`src/rtl/core/sdtq_pkg.sv`:
```
// sdtq_pkg: shared types and constants of the sorted deadline timer queue
// operation codes, slot record, cell control bundle and sequencer states
// no dependencies
package sdtq_pkg;

  localparam int OP_W      = 2;
  localparam int ID_W      = 8;
  localparam int ID_SPAN   = 1 << ID_W;
  localparam int DELAY_W   = 24;
  localparam int DL_W      = 48;
  localparam int MAX_OUT   = 16;
  localparam int FIRE_IDX_W = $clog2(MAX_OUT);
  localparam int FIRE_CNT_W = $clog2(MAX_OUT + 1);

  typedef enum logic [OP_W-1:0] {
    OP_REQUEST = 2'd0,
    OP_CANCEL  = 2'd1,
    OP_TICK    = 2'd2,
    OP_QUERY   = 2'd3
  } op_t;

  typedef enum logic [1:0] {
    CELL_HOLD = 2'd0,
    CELL_DEL  = 2'd1,
    CELL_INS  = 2'd2
  } cell_op_t;

  typedef enum logic [2:0] {
    ST_IDLE = 3'd0,
    ST_INS  = 3'd1,
    ST_POP  = 3'd2,
    ST_RESP = 3'd3,
    ST_EMIT = 3'd4
  } state_t;

  typedef struct packed {
    logic            valid;
    logic [DL_W-1:0] deadline;
    logic [ID_W-1:0] owner;
  } slot_t;

  typedef struct packed {
    cell_op_t           op;
    logic [DL_W-1:0]    now;
    logic [DELAY_W-1:0] key;
    logic [ID_W-1:0]    cmp_id;
    logic [DL_W-1:0]    new_deadline;
  } cell_ctl_t;

endpackage

```
`src/rtl/core/sdtq_cell.sv`:
```
// sdtq_cell: one slot of the sorted timer chain
// holds a deadline and owner, shifts left on delete and right on insert
// depends on sdtq_pkg
module sdtq_cell import sdtq_pkg::*; (
  input  logic      clk,
  input  logic      rst_n,
  input  cell_ctl_t ctl,
  input  logic      shift_en,
  input  slot_t     left_slot,
  input  logic      left_stay,
  input  slot_t     right_slot,
  output slot_t     slot,
  output logic      stay,
  output logic      hit
);

  logic            valid_r, valid_nxt;
  logic [DL_W-1:0] deadline_r, deadline_nxt;
  logic [ID_W-1:0] owner_r, owner_nxt;
  logic [DL_W-1:0] ahead;

  assign ahead = deadline_r - ctl.now;
  // entry sorts at or before the new key
  assign stay = valid_r && (ahead[DL_W-1:DELAY_W] == '0) && (ahead[DELAY_W-1:0] <= ctl.key);
  assign hit  = valid_r && (owner_r == ctl.cmp_id);

  assign slot.valid    = valid_r;
  assign slot.deadline = deadline_r;
  assign slot.owner    = owner_r;

  always_comb begin
    valid_nxt    = valid_r;
    deadline_nxt = deadline_r;
    owner_nxt    = owner_r;
    unique case (ctl.op)
      CELL_DEL: begin
        if (shift_en) begin
          valid_nxt    = right_slot.valid;
          deadline_nxt = right_slot.deadline;
          owner_nxt    = right_slot.owner;
        end
      end
      CELL_INS: begin
        if (!stay) begin
          if (left_stay) begin
            valid_nxt    = 1'b1;
            deadline_nxt = ctl.new_deadline;
            owner_nxt    = ctl.cmp_id;
          end else begin
            valid_nxt    = left_slot.valid;
            deadline_nxt = left_slot.deadline;
            owner_nxt    = left_slot.owner;
          end
        end
      end
      default: begin
      end
    endcase
  end

  always_ff @(posedge clk) begin
    if (!rst_n) begin
      valid_r <= 1'b0;
    end else begin
      valid_r <= valid_nxt;
    end
  end

  always_ff @(posedge clk) begin
    deadline_r <= deadline_nxt;
    owner_r    <= owner_nxt;
  end

endmodule

```
`config.mk`:
```
export PLATFORM = sky130hd
export DESIGN_NAME = sdtq_cell
export DESIGN_NICKNAME = d
export VERILOG_FILES = /design/src/rtl/core/sdtq_pkg.sv /design/src/rtl/core/sdtq_cell.sv
export SDC_FILE = /design/constraint.sdc
export NUM_CORES = 1
export LEC_CHECK = 0
export CORE_UTILIZATION = 52
export DETAILED_ROUTE_END_ITERATION = 12
export DONT_BUFFER_PORTS = 1
export PLACE_DENSITY = 0.69
export SLEW_MARGIN = 0
export SYNTH_ARGS = -nofsm -noshare
export SYNTH_HDL_FRONTEND = slang
export SYNTH_SLANG_ARGS = --single-unit
```
`constraint.sdc`:
```
create_clock -name clk -period 7 [get_ports clk]
set_clock_uncertainty 0.05 [all_clocks]
set_input_delay 1.05 -clock clk [delete_from_list [all_inputs] [get_ports clk]]
set_output_delay 1.05 -clock clk [all_outputs]
set_load 0.03 [all_outputs]
```
### After elaboration in Yosys (flattened, before gate mapping)

Index checks and enable logic that the tools add are counted.

* reduce and logical (&&, ||, !) cells: 6
* $add $sub $neg: 1
* $lt $le $gt $ge: 1
* equal/unequal tests: 5
* mux-type cells: 12

Operator list (count)
* 48-bit 2-to-1 mux: 3
* 48-bit one-hot mux with 2 select lines: 1
* 48-bit subtractor: 1
* 24-bit less-or-equal comparator: 1
* 24-bit logical NOT: 1
* 8-bit 2-to-1 mux: 3
* 8-bit one-hot mux with 2 select lines: 1
* 8-bit == test: 1
* 2-bit inequality test, second input constant: 2
* 1-bit logical AND: 3
* 1-bit 2-to-1 mux: 3
* 3-bit AND reduction: 1
* 2-bit by 1-bit == test with 1-bit output, second input constant: 1
* 2-bit == test, second input constant: 1
* 1-bit one-hot mux with 2 select lines: 1
* 2-bit nonzero test: 1

* logic and storage cells: 28
* flip-flop bits (word level): 57

### Longest topological paths before layout

Gate-level depths: netlist (run 1).

* depth in word-level cells: 6
* gate-level depth with buffers: 21
* depth with buffers taken out: 21

### Least setup slack after synthesis (run 1)

No wires, ideal clock.

* kind: input to register
* start: in ctl[81] (netlist name)
* end: reg deadline_r[0], enable pin
* data arrival time: 6.921 ns
* stages: 20
* setup slack: -0.448 ns
* path through: inv_1 -> ha_1 -> nor2b_1 -> o21a_1 -> a311o_1 -> buf_6 -> a221oi_1 -> o21ai_0 -> xor2_1 -> ha_1 -> nand4_1 -> or4_1 -> a21oi_1 -> o31a_1 -> o22a_1 -> nand4b_1 -> nor4b_1 -> nand4_1 -> nor4_2 -> o21ai_1

* cells in the longest elaborated chain, start to end: 6
* elaborated cells between the ends (all ways): 7

RTL lines
* start: declaration: RTL line sdtq_cell.sv:7 `input cell_ctl_t ctl,`
* 48-bit subtractor *: RTL line sdtq_cell.sv:22 `assign ahead = deadline_r - ctl.now;`
* branches (longest 2 deep; another with 24-bit less-or-equal comparator)
* 1-bit logical AND *: RTL line sdtq_cell.sv:24 `assign stay = valid_r && (ahead[DL_W-1:DELAY_W] == '0) && (ahead[DELAY_W-1:0] <= ctl.key);`
* named net stay: RTL line sdtq_cell.sv:13 `output logic stay,`
* 2-bit inequality test (no line) *
* 3-bit AND reduction (no line) *
* end signal: assignment: RTL line sdtq_cell.sv:70 `deadline_r <= deadline_nxt;`
* end: declaration: RTL line sdtq_cell.sv:18 `logic [DL_W-1:0] deadline_r, deadline_nxt;`

Mark *: on every way through the listed nets, which the timed path passes.
A chain may end at the register's enable or synchronous reset.

### Final worst setup path (run 1)

* start: in ctl[81] (netlist name)
* end: out stay

* cells in the longest elaborated chain, start to end: 4
* elaborated cells between the ends (all ways): 5

RTL lines (RTL line)
* 48-bit subtractor *: sdtq_cell.sv:22
* branches (longest 2 deep; another with 24-bit less-or-equal comparator)
* 1-bit logical AND *: sdtq_cell.sv:24
* end: declaration: sdtq_cell.sv:13

Every way passes the cells marked *.

==> metrics.txt, run 1 <==
Setup TNS Final 0 ns; vias in the first global route 6220; Clk Latency, worst-skew pair 0.32 ns; I/O Buffers 0; FF+latch count, synth 57; die area 0.0141 mm2; sequential area share after synthesis 24.0%; Starting Density 53.3%; Max Cap Viol 0; Clk network pwr share 26.9%; Hold Path Depth 2; Startpoint Class input pin; Int Pwr a little over 1 mW; Core ar. around 0.013 mm2; Worst IR Drop VDD between 0.2 and 0.25 mV; top routing layer in use met4; # hold bufs at CTS 0; PD cells 227 mW/mm2; multi-input logic area 0.00489 mm2; IO Count 307; routed wl met3 1.73 mm; Post-Syn Instances 918; slew margin rel. 39.9%; synthesized area between 0.007 and 0.008 mm2; Synth cell types 70; Root Driver clkbuf_16; sw frac between 40% and 50%; net load switching power between 0.6 and 0.7 mW; synthesized net count around 1200; area fraction of the dominant cell type after synthesis 23.7%; f_max around 160 MHz; WP data arrival 5.26 ns; RSZ-0062 raised after global routing false; Post-synth top flop edfxtp_1; Clock Sink Count 57; crit path time final ~6.4 ns; share of cells above drive strength 1 4.05%; Final Power 1.69 mW; Iter 0 DRT Violations 472; die height 119 um; synthesis-to-layout area growth 5.22%; syn_area_per_cell slightly below 8 um2; H-tree depth 3; diode count 0; largest net degree at the start of global routing 94; M1 WL 10.4 mm; Warnings, synthesis 0; # resized after CTS 0; worst slew pin tran 0.890 ns; antenna violations before repair 0; Synth top cells by count nand2_1, o21ai_0, inv_1, a21oi_1, ha_1; CP max FO 8; Flop pwr share between 30% and 40%; clock tree buffer depth 2; DRC viols 0; FFs w/ async S/R, synth 0%; Final Max Slew Viols 0; main area contributors after synthesis edfxtp_1, ha_1, mux2i_1; final wirelength approximately 23 mm; # rows 42; FILL cells ~1300; R2R depth 22; Num CTS Buffers 9; Util after Layout between 50% and 60%; status completed; HPWL after detailed placement between 15 and 20 mm; Post-CTS Setup Inserts 0; critical path type in2out; sequential cell area 0.00170 mm2; min-delay worst type in2reg; first drt pass iteration count 5; Critical Path RT 5.90 ns; Post-synth EDFFs 56; Final nets between 1000 and 1500; post-DR wirelength/cell around 22 um; WL met2 10.3 mm; Leakage 3.24 nW; most common cell in the netlist nand2_1; GRT overflow 0; placer's final routability congestion estimate 0.968; via/cell ratio 6.31; post-route ant nets 0; cell taking the most area after synthesis edfxtp_1; first-pass GRT wire length 34.5 mm; TritonCTS clock tree done; Logic pwr share about 41%; clock slew at reported path FFs 0.05 ns; final worst path period share 90.9%; routed via count approximately 6700; Hold Vio Cnt, Final 0; Worst setup EP type primary output; global-route usage over all layers between 30% and 40%; Die X 119 um; Setup-failing EPs final 0
area by class of cell:
cell class / count / share of cell area (%)
Inverter: 81 / 4.08
Multi-Input combinational cell: 730 / 65.6
Sequential cell: 57 / 22.8
Tap cell: 176 / 2.95
Clock buffer: 11 / 3.12
Timing Repair Buffer: 4 / 0.403
Clock inverter: 5 / 1.07
power groups by stage:
stage	logic, mW	registers [mW]	clock network [mW]
2_1_floorplan	0.543	0.517	0
3_3_place_gp	0.680	0.542	0
6_report	0.700	0.536	0.456
4_1_cts	0.686	0.536	0.461
3_5_place_dp	0.682	0.542	0
5_1_grt	0.776	0.537	0.478
state kept, by name, summed over array words and instances, names as in the netlist:
| name | count |
|---|---|
| deadline_r | 48 |
| owner_r | 8 |
| valid_r | 1 |
critical path: stages:
cell	delay (ns)
inv_1	0.02
ha_1	0.27
nor2b_1	0.13
o21a_1	0.18
a311o_1	0.51
a31oi_1	0.32
o31ai_1	0.10
a21oi_1	0.19
xnor2_1	0.15
ha_1	0.27
nand4_1	0.15
nor2_1	0.06
a221o_1	0.30
o31a_1	0.29
o22a_1	0.21
nand4b_1	0.18
nor4b_1	0.34
nand4_1	0.15
nor4_2	0.15
buf_4	0.22
layout by cell type (no fill, tap or decap), types with 3 or more instances in the layout:
cell type	n
o31ai_1	6
nor4b_1	4
or4_1	6
xnor2_1	27
and3_1	10
o21bai_1	3
edfxtp_1	56
a31oi_1	6
or2_2	3
a211oi_1	6
inv_1	81
nand3_1	15
buf_4	4
a21o_1	11
nor3b_1	3
nand2_1	125
or3_1	7
nand2b_1	5
ha_1	71
o211ai_1	5
mux2i_1	59
o21ai_0	91
clkbuf_16	9
xor2_1	15
nor4_2	3
nor3_1	15
and2_1	3
nor4_1	5
o21a_1	11
nand4_1	25
nor2_1	53
a21oi_1	77
o22ai_1	3
nor2b_1	6
o21ai_1	7
through the flow:
| step | hold WS, ns | instance area (um2) | worst slack (ns) | std cells |
|---|---|---|---|---|
| floorplan | 0.587 | 7090 | 0.621 | 918 |
| finish | 0.864 | 7460 | 0.639 | 1064 |
| global placement | 0.862 | 7150 | 0.764 | 1048 |
| CTS | 0.844 | 7460 | 0.679 | 1064 |
| detailed placement | 0.856 | 7150 | 0.694 | 1048 |
| global route | 0.863 | 7460 | 0.380 | 1064 |
logic make-up (layout without fill, tap and decap cells):
group | count (synthesis) | in the layout | synth area share [%]
compound gates | 260 | 260 | 22.2
xor+xnor | 42 | 42 | 5.19
fa+ha+maj | 72 | 72 | 12.8
buf+inv | 131 | 101 | 7.27
flops | 57 | 57 | 24.0
mux | 59 | 59 | 8.33
simple gates | 297 | 297 | 20.2
per-layer routing:
layer | track usage, % | up-vias
met5 | 0 | -
met4 | 11.4 | 0
met3 | 6.23 | 50
met2 | 49.9 | 317
met1 | 44.9 | 3090
li1 | - | 3262
final timing paths:
| kind | end | slack, ns | startpoint |
|---|---|---|---|
| worst max-delay path | stay | 0.64 | ctl[81] |
| worst min-delay path | owner_r[6]$_DFFE_PP_ | 0.86 | right_slot[6] |
| worst max register to register | deadline_r[7]$_DFFE_PP_ | 1.27 | deadline_r[0]$_DFFE_PP_ |
| worst min register to register | valid_r$_SDFFE_PN0P_ | 0.87 | valid_r$_SDFFE_PN0P_ |
Power figures use the tool's default switching activity.
==> run 2: changes to the inputs <==
--- a/config.mk
+++ b/config.mk
@@ -5,10 +5,12 @@
 export SDC_FILE = /design/constraint.sdc
 export NUM_CORES = 1
 export LEC_CHECK = 0
-export CORE_UTILIZATION = 52
+export CELL_PAD_IN_SITES_DETAIL_PLACEMENT = 1
+export CELL_PAD_IN_SITES_GLOBAL_PLACEMENT = 1
+export CORE_UTILIZATION = 42
 export DETAILED_ROUTE_END_ITERATION = 12
 export DONT_BUFFER_PORTS = 1
-export PLACE_DENSITY = 0.69
+export PLACE_DENSITY = 0.78
 export SLEW_MARGIN = 0
 export SYNTH_ARGS = -nofsm -noshare
 export SYNTH_HDL_FRONTEND = slang
==> metrics.txt, run 2 (synthesis results as in run 1) <==
status completed; die height 132 um (+11%); die area 0.0174 mm2 (+23%); # rows 47 (+12%); vias in the first global route 6735 (+8.3%); worst reg2reg startpoint deadline_r[0]$_DFFE_PP_; Final Max Slew Viols 0 (unchanged); CP max-delay cell o31ai_1; Iter 0 DRT Violations 374 (-21%); sw frac 42.7% (+2.2 points); Hold Path Sink valid_r$_SDFFE_PN0P_; post-DR wirelength/cell 23.0 um (+5.4%); post-route ant nets 0 (unchanged); commonest non-fill, non-tap cell in the layout nand2_1; final wirelength 25.5 mm (+9.8%); synthesis-to-layout area growth 5.12%; Die X 132 um (+11%); worst hold start rst_n; WP depth 19 (-5.0%); worst-path cell chain ha_1 > fa_1 > nand2b_1 > a21oi_1 > nor2b_1 > o31ai_1 > a21oi_1 > o21ai_0 > xor2_1 > ha_1 > a21o_1 > a21oi_1 > o21ai_0 > o22a_1 > nand4b_1 > nor4b_1 > nand4_1 > nor4_2 > buf_4; Core ar. 0.0165 mm2 (+24%); largest net degree at the start of global routing 112 (+19%); share of cells above drive strength 1 3.72% (-0.33 points); top flop regs deadline_r (48), owner_r (8), valid_r (1); IO Count 307 (unchanged); Post-CTS Setup Inserts 0 (unchanged); Int Pwr 0.931 mW (-7.6%); Setup-failing EPs final 0 (unchanged); global-route usage over all layers 28.7% (-3.7 points); HPWL after detailed placement 21.7 mm (+9.9%); routed via count 6860 (+2.1%); Hold Path Depth 2 (unchanged); placer's final routability congestion estimate 0.934 (-3.5%); # resized after CTS 0 (unchanged); Placement Setup Slack 0.498 ns (-0.197 ns); Root Driver clkbuf_16; Top reg by flops deadline_r; Worst IR Drop VDD 0.106 mV (-52%); Num CTS Buffers 9 (unchanged); crit path time final 6.50 ns (+0.141 ns); TritonCTS clock tree done; net load switching power 0.694 mW (+1.3%); antenna violations before repair 1 (+1); Clk Latency, worst-skew pair 0.32 ns (about the same); Worst setup EP type primary output; min-delay worst type in2reg; Worst path top cell family by delay compound AO/OA/AOI/OAI gates; Critical Path RT 5.90 ns (about the same); most frequent cells in the layout nand2_1, o21ai_0, inv_1; H-tree depth 3 (unchanged); I/O Buffers 0 (unchanged); CP max FO 5 (-3); FF-to-FF setup slack 1.16 ns (-0.11 ns); CP peak stage delay 0.48 ns (-0.03 ns); Max Cap Viol 0 (unchanged); Critical Path Most Common Cell a21oi_1; Worst Path Buf+Inv 1 (-1); DRC viols 0 (unchanged); Hold Vio Cnt, Final 0 (unchanged); post-layout worst setup margin 0.498 ns (-0.141 ns); Flop pwr share 33.0% (+1.3 points); Logic pwr share 44.0% (+2.6 points); Clock Sink Count 57 (unchanged); max reg flops 48 (unchanged); Setup TNS Final 0 ns (unchanged); clock tree buffer depth 2 (unchanged); Reg2Reg Capture Point deadline_r[18]$_DFFE_PP_; via/cell ratio 6.19 (-2.0%); final worst path period share 92.9% (+2.0 points); worst slew pin tran 0.910 ns (+0.0206 ns); clock slew at reported path FFs 0.05 ns (about the same); first drt pass iteration count 5 (unchanged); Startpoint Class input pin; PD cells 218 mW/mm2 (-3.9%); WP data arrival 5.40 ns (+0.14 ns); GRT overflow 0 (unchanged); RSZ-0062 raised after global routing false; critical path type in2out; # hold bufs at CTS 0 (unchanged); R2R depth 22 (unchanged); f_max 154 MHz (-2.2%); Final nets 1202 (-0.083%); Leakage 3.22 nW (-0.69%); Clk network pwr share 23.0% (-3.9 points); first-pass GRT wire length 38.1 mm (+11%); Starting Density 42.9% (-10 points); slew margin rel. 38.5% (-1.4 points)
==> run 2: cell types whose count changed in the layout (fill, tap and decap cells not counted), sizes merged <==
| cell | previous run | this run |
|---|---|---|
| clkinv | 1 | 5 |
| bufinv | 2 | 0 |
| clkinvlp | 2 | 0 |
| buf | 4 | 3 |
| diode | 0 | 1 |
==> run 2: worst max-delay path by stage <==
| stage | start | to | slack, ns |
|---|---|---|---|
| floorplan | ctl[81] | deadline_r[0]$_DFFE_PP_ | 0.62 |
| global placement | ctl[80] | stay | 0.61 |
| detailed placement | ctl[80] | stay | 0.50 |
| CTS | ctl[80] | stay | 0.51 |
| global route | ctl[80] | stay | 0.09 |
| finish | ctl[80] | stay | 0.50 |
==> run 2: worst register-to-register path: stages, from the launching register on <==
cell,delay [ns]
edfxtp_1,0.53
inv_1,0.09
ha_1,0.22
fa_1,0.41
nand2b_1,0.20
a21oi_1,0.23
nor2b_1,0.17
o31ai_1,0.48
a21oi_1,0.22
o21ai_0,0.24
xor2_1,0.20
ha_1,0.27
a21o_1,0.16
a21oi_1,0.14
o21ai_0,0.10
o22a_1,0.26
nand4b_1,0.18
nor4b_1,0.36
nand4_1,0.16
nor4_2,0.15
buf_4,0.22
o21ai_4,0.06
buf_4,0.34
==> run 2: area by class of cell <==
cell class / instances / area (um2)
diodes: 1 / 2.50
clock buffers: 11 / 233
clock inverters: 5 / 22.5
fillers: 2033 / 9070
inverters: 81 / 304
multi-input cells: 730 / 4890
flip-flops and latches: 57 / 1700
well taps: 220 / 275
repair buffers: 3 / 22.5
==> run 2: layer usage <==
metal  routed length (um)  share of wire [%]  track usage (%)  up-vias
li1                     -                  -                -     3250
met1                11400                 45             38.0     3311
met2                11900                 47             47.5      244
met3                 1170                4.6             3.15       55
met4                 1010                4.0             12.1        0
met5                    0                  0                0        -
==> run 2: metrics by stage <==
step	cells	util [%]	instance area, um2	hold WS, ns	total power, mW
final	1108	45.1	7450	0.862	1.63
after global routing	1108	45.1	7450	0.857	1.73
after detailed placement	1091	43.5	7190	0.895	1.25
after floorplan	918	-	7090	0.587	1.06
after CTS	1107	45.1	7450	0.853	1.62
after global placement	1091	43.5	7190	0.886	1.23
==> run 2: power groups by stage <==
| stage | Combinational (mW) | Clock (mW) | Sequential, mW |
|---|---|---|---|
| after floorplan | 0.543 | 0 | 0.517 |
| after global placement | 0.689 | 0 | 0.541 |
| after detailed placement | 0.703 | 0 | 0.543 |
| after CTS | 0.707 | 0.382 | 0.536 |
| after global routing | 0.794 | 0.395 | 0.537 |
| final | 0.716 | 0.373 | 0.536 |
==> run 3: changes to the inputs <==
--- a/config.mk
+++ b/config.mk
@@ -7,6 +7,7 @@
 export LEC_CHECK = 0
 export CELL_PAD_IN_SITES_DETAIL_PLACEMENT = 1
 export CELL_PAD_IN_SITES_GLOBAL_PLACEMENT = 1
+export CORE_ASPECT_RATIO = 1.2
 export CORE_UTILIZATION = 42
 export DETAILED_ROUTE_END_ITERATION = 12
 export DONT_BUFFER_PORTS = 1
==> metrics.txt, run 3 (synthesis results as in run 1) <==
post-DR wirelength/cell 23.0 um (about the same); placer's final routability congestion estimate 0.955 (+2.2%); Num CTS Buffers 9 (unchanged); Worst setup EP type primary output; FILL cells 2045 (+0.59%); # rows 51 (+8.5%); clock slew at reported path FFs 0.05 ns (about the same); Setup-failing EPs final 0 (unchanged); multi-input logic area 0.00489 mm2 (unchanged); Clk Latency, worst-skew pair 0.32 ns (about the same); final worst path period share 93.8% (+0.95 points); global-route usage over all layers 28.4% (-0.29 points); final wirelength 25.3 mm (-0.73%); Startpoint Class input pin; max reg flops 48 (unchanged); share of cells above drive strength 1 4.17% (+0.45 points); Starting Density 43.2% (+0.33 points); WP data arrival 5.47 ns (+0.07 ns); die height 144 um (+9.4%); min-delay worst type in2reg; Setup TNS Final 0 ns (unchanged); diode count 0 (-1); Critical Path Most Common Cell a21oi_1; Hold Vio Cnt, Final 0 (unchanged); commonest non-fill, non-tap cell in the layout nand2_1; CP peak stage delay 0.43 ns (-0.05 ns); Clock Sink Count 57 (unchanged); Root Driver clkbuf_16; post-route ant nets 0 (unchanged); routed via count 6774 (-1.3%); clock tree buffer depth 2 (unchanged); Final Max Slew Viols 0 (unchanged); CP max-delay cell a31oi_1; sequential cell area 0.00170 mm2 (unchanged); Design Area, Final 0.00747 mm2 (+0.18%); Iter 0 DRT Violations 381 (+1.9%); worst slew pin tran 0.962 ns (+0.0512 ns); f_max 152 MHz (-1.0%); DRC viols 0 (unchanged); synthesis-to-layout area growth 5.31%; Placed Area 0.00718 mm2 (-0.14%); post-layout worst setup margin 0.431 ns (-0.0668 ns); largest net degree at the start of global routing 112 (unchanged); worst-path cell chain inv_1 > ha_1 > a21oi_1 > o21ai_0 > and4_1 > a31oi_1 > nand3_1 > a21oi_1 > xnor2_1 > ha_1 > a21o_1 > a21o_1 > a21oi_1 > o21ai_0 > o22a_1 > nand4b_1 > nor4b_1 > nand4_1 > nor4_2 > buf_4; most frequent cells in the layout nand2_1, o21ai_0, inv_1; H-tree depth 3 (unchanged); GRT overflow 0 (unchanged); Leakage 3.22 nW (about the same); vias in the first global route 6649 (-1.3%); HPWL after detailed placement 21.9 mm (+1.1%); first drt pass iteration count 4 (-1); # hold bufs at CTS 0 (unchanged); CP max FO 6 (+1); IO Count 307 (unchanged); critical path type in2out; Final nets 1202 (unchanged); Post-CTS Setup Inserts 0 (unchanged); TritonCTS clock tree done; I/O Buffers 0 (unchanged); die area 0.0174 mm2 (about the same); Final Power 1.65 mW (+1.5%); Critical Path RT 5.90 ns (about the same); Die X 121 um (-8.6%); # resized after CTS 0 (unchanged); PD cells 221 mW/mm2 (+1.3%); Top reg by flops deadline_r; crit path time final 6.57 ns (+0.0668 ns); first-pass GRT wire length 37.4 mm (-2.0%); top flop regs deadline_r (48), owner_r (8), valid_r (1); antenna violations before repair 0 (-1); Max Cap Viol 0 (unchanged); status completed; Placement Setup Slack 0.588 ns (+0.0905 ns); FF-to-FF setup slack 1.13 ns (-0.03 ns); Worst IR Drop VDD 0.203 mV (+92%); via/cell ratio 6.16 (-0.44%); Core ar. 0.0164 mm2 (-0.76%); RSZ-0062 raised after global routing false; slew margin rel. 35.1% (-3.5 points)
## run 3: cell types whose count changed in the layout (fill, tap and decap cells not counted)
cell / delta
clkbuf_1: -2
clkinv_1: -2
clkinv_2: -2
clkinv_4: +2
clkinvlp_4: +3
diode_2: -1
inv_8: +1
## run 3: power by group
group / leakage, nW / switching, mW / internal [mW]
clock network: 0.130 / 0.159 / 0.242
registers: 0.537 / 0.117 / 0.423
logic: 2.56 / 0.436 / 0.274
## run 3: final timing paths
check / from / end / cells past startpoint
max reg2reg: deadline_r[8]$_DFFE_PP_ / deadline_r[15]$_DFFE_PP_ / 21
min: rst_n / valid_r$_SDFFE_PN0P_ / 2
max: ctl[88] / stay / 20
min reg2reg: valid_r$_SDFFE_PN0P_ / valid_r$_SDFFE_PN0P_ / 3
## run 3: metal layers
metal	wire, um	vias to the layer above	GRT usage [%]
li1	-	3247	-
met1	10800	3214	35.3
met2	12200	270	49.0
met3	1650	43	5.76
met4	643	0	9.42
met5	0	-	0
## run 3: layout make-up
type / instances / share of cell area, %
clock buffer: 9 / 3.02
clock inverter: 7 / 0.754
inverter: 81 / 4.07
multi-input combinational: 730 / 65.5
sequential: 57 / 22.8
tap: 212 / 3.55
timing repair buffer: 3 / 0.302
## run 3: per-stage QoR
| step | hold WS (ns) | utilization (%) | std cells |
|---|---|---|---|
| final | 0.866 | 45.5 | 1099 |
| after global routing | 0.862 | 45.5 | 1099 |
| after CTS | 0.850 | 45.5 | 1099 |
| after detailed placement | 0.900 | 43.8 | 1083 |
| after global placement | 0.882 | 43.8 | 1083 |
| after floorplan | 0.587 | - | 918 |
## run 3: critical path, delay by kind of cell
family | cells | cell delay [ns]
compound gates | 9 | 1.97
simple gates | 6 | 1.38
fa+ha+maj | 2 | 0.65
buf+inv | 2 | 0.26
xor+xnor | 1 | 0.15
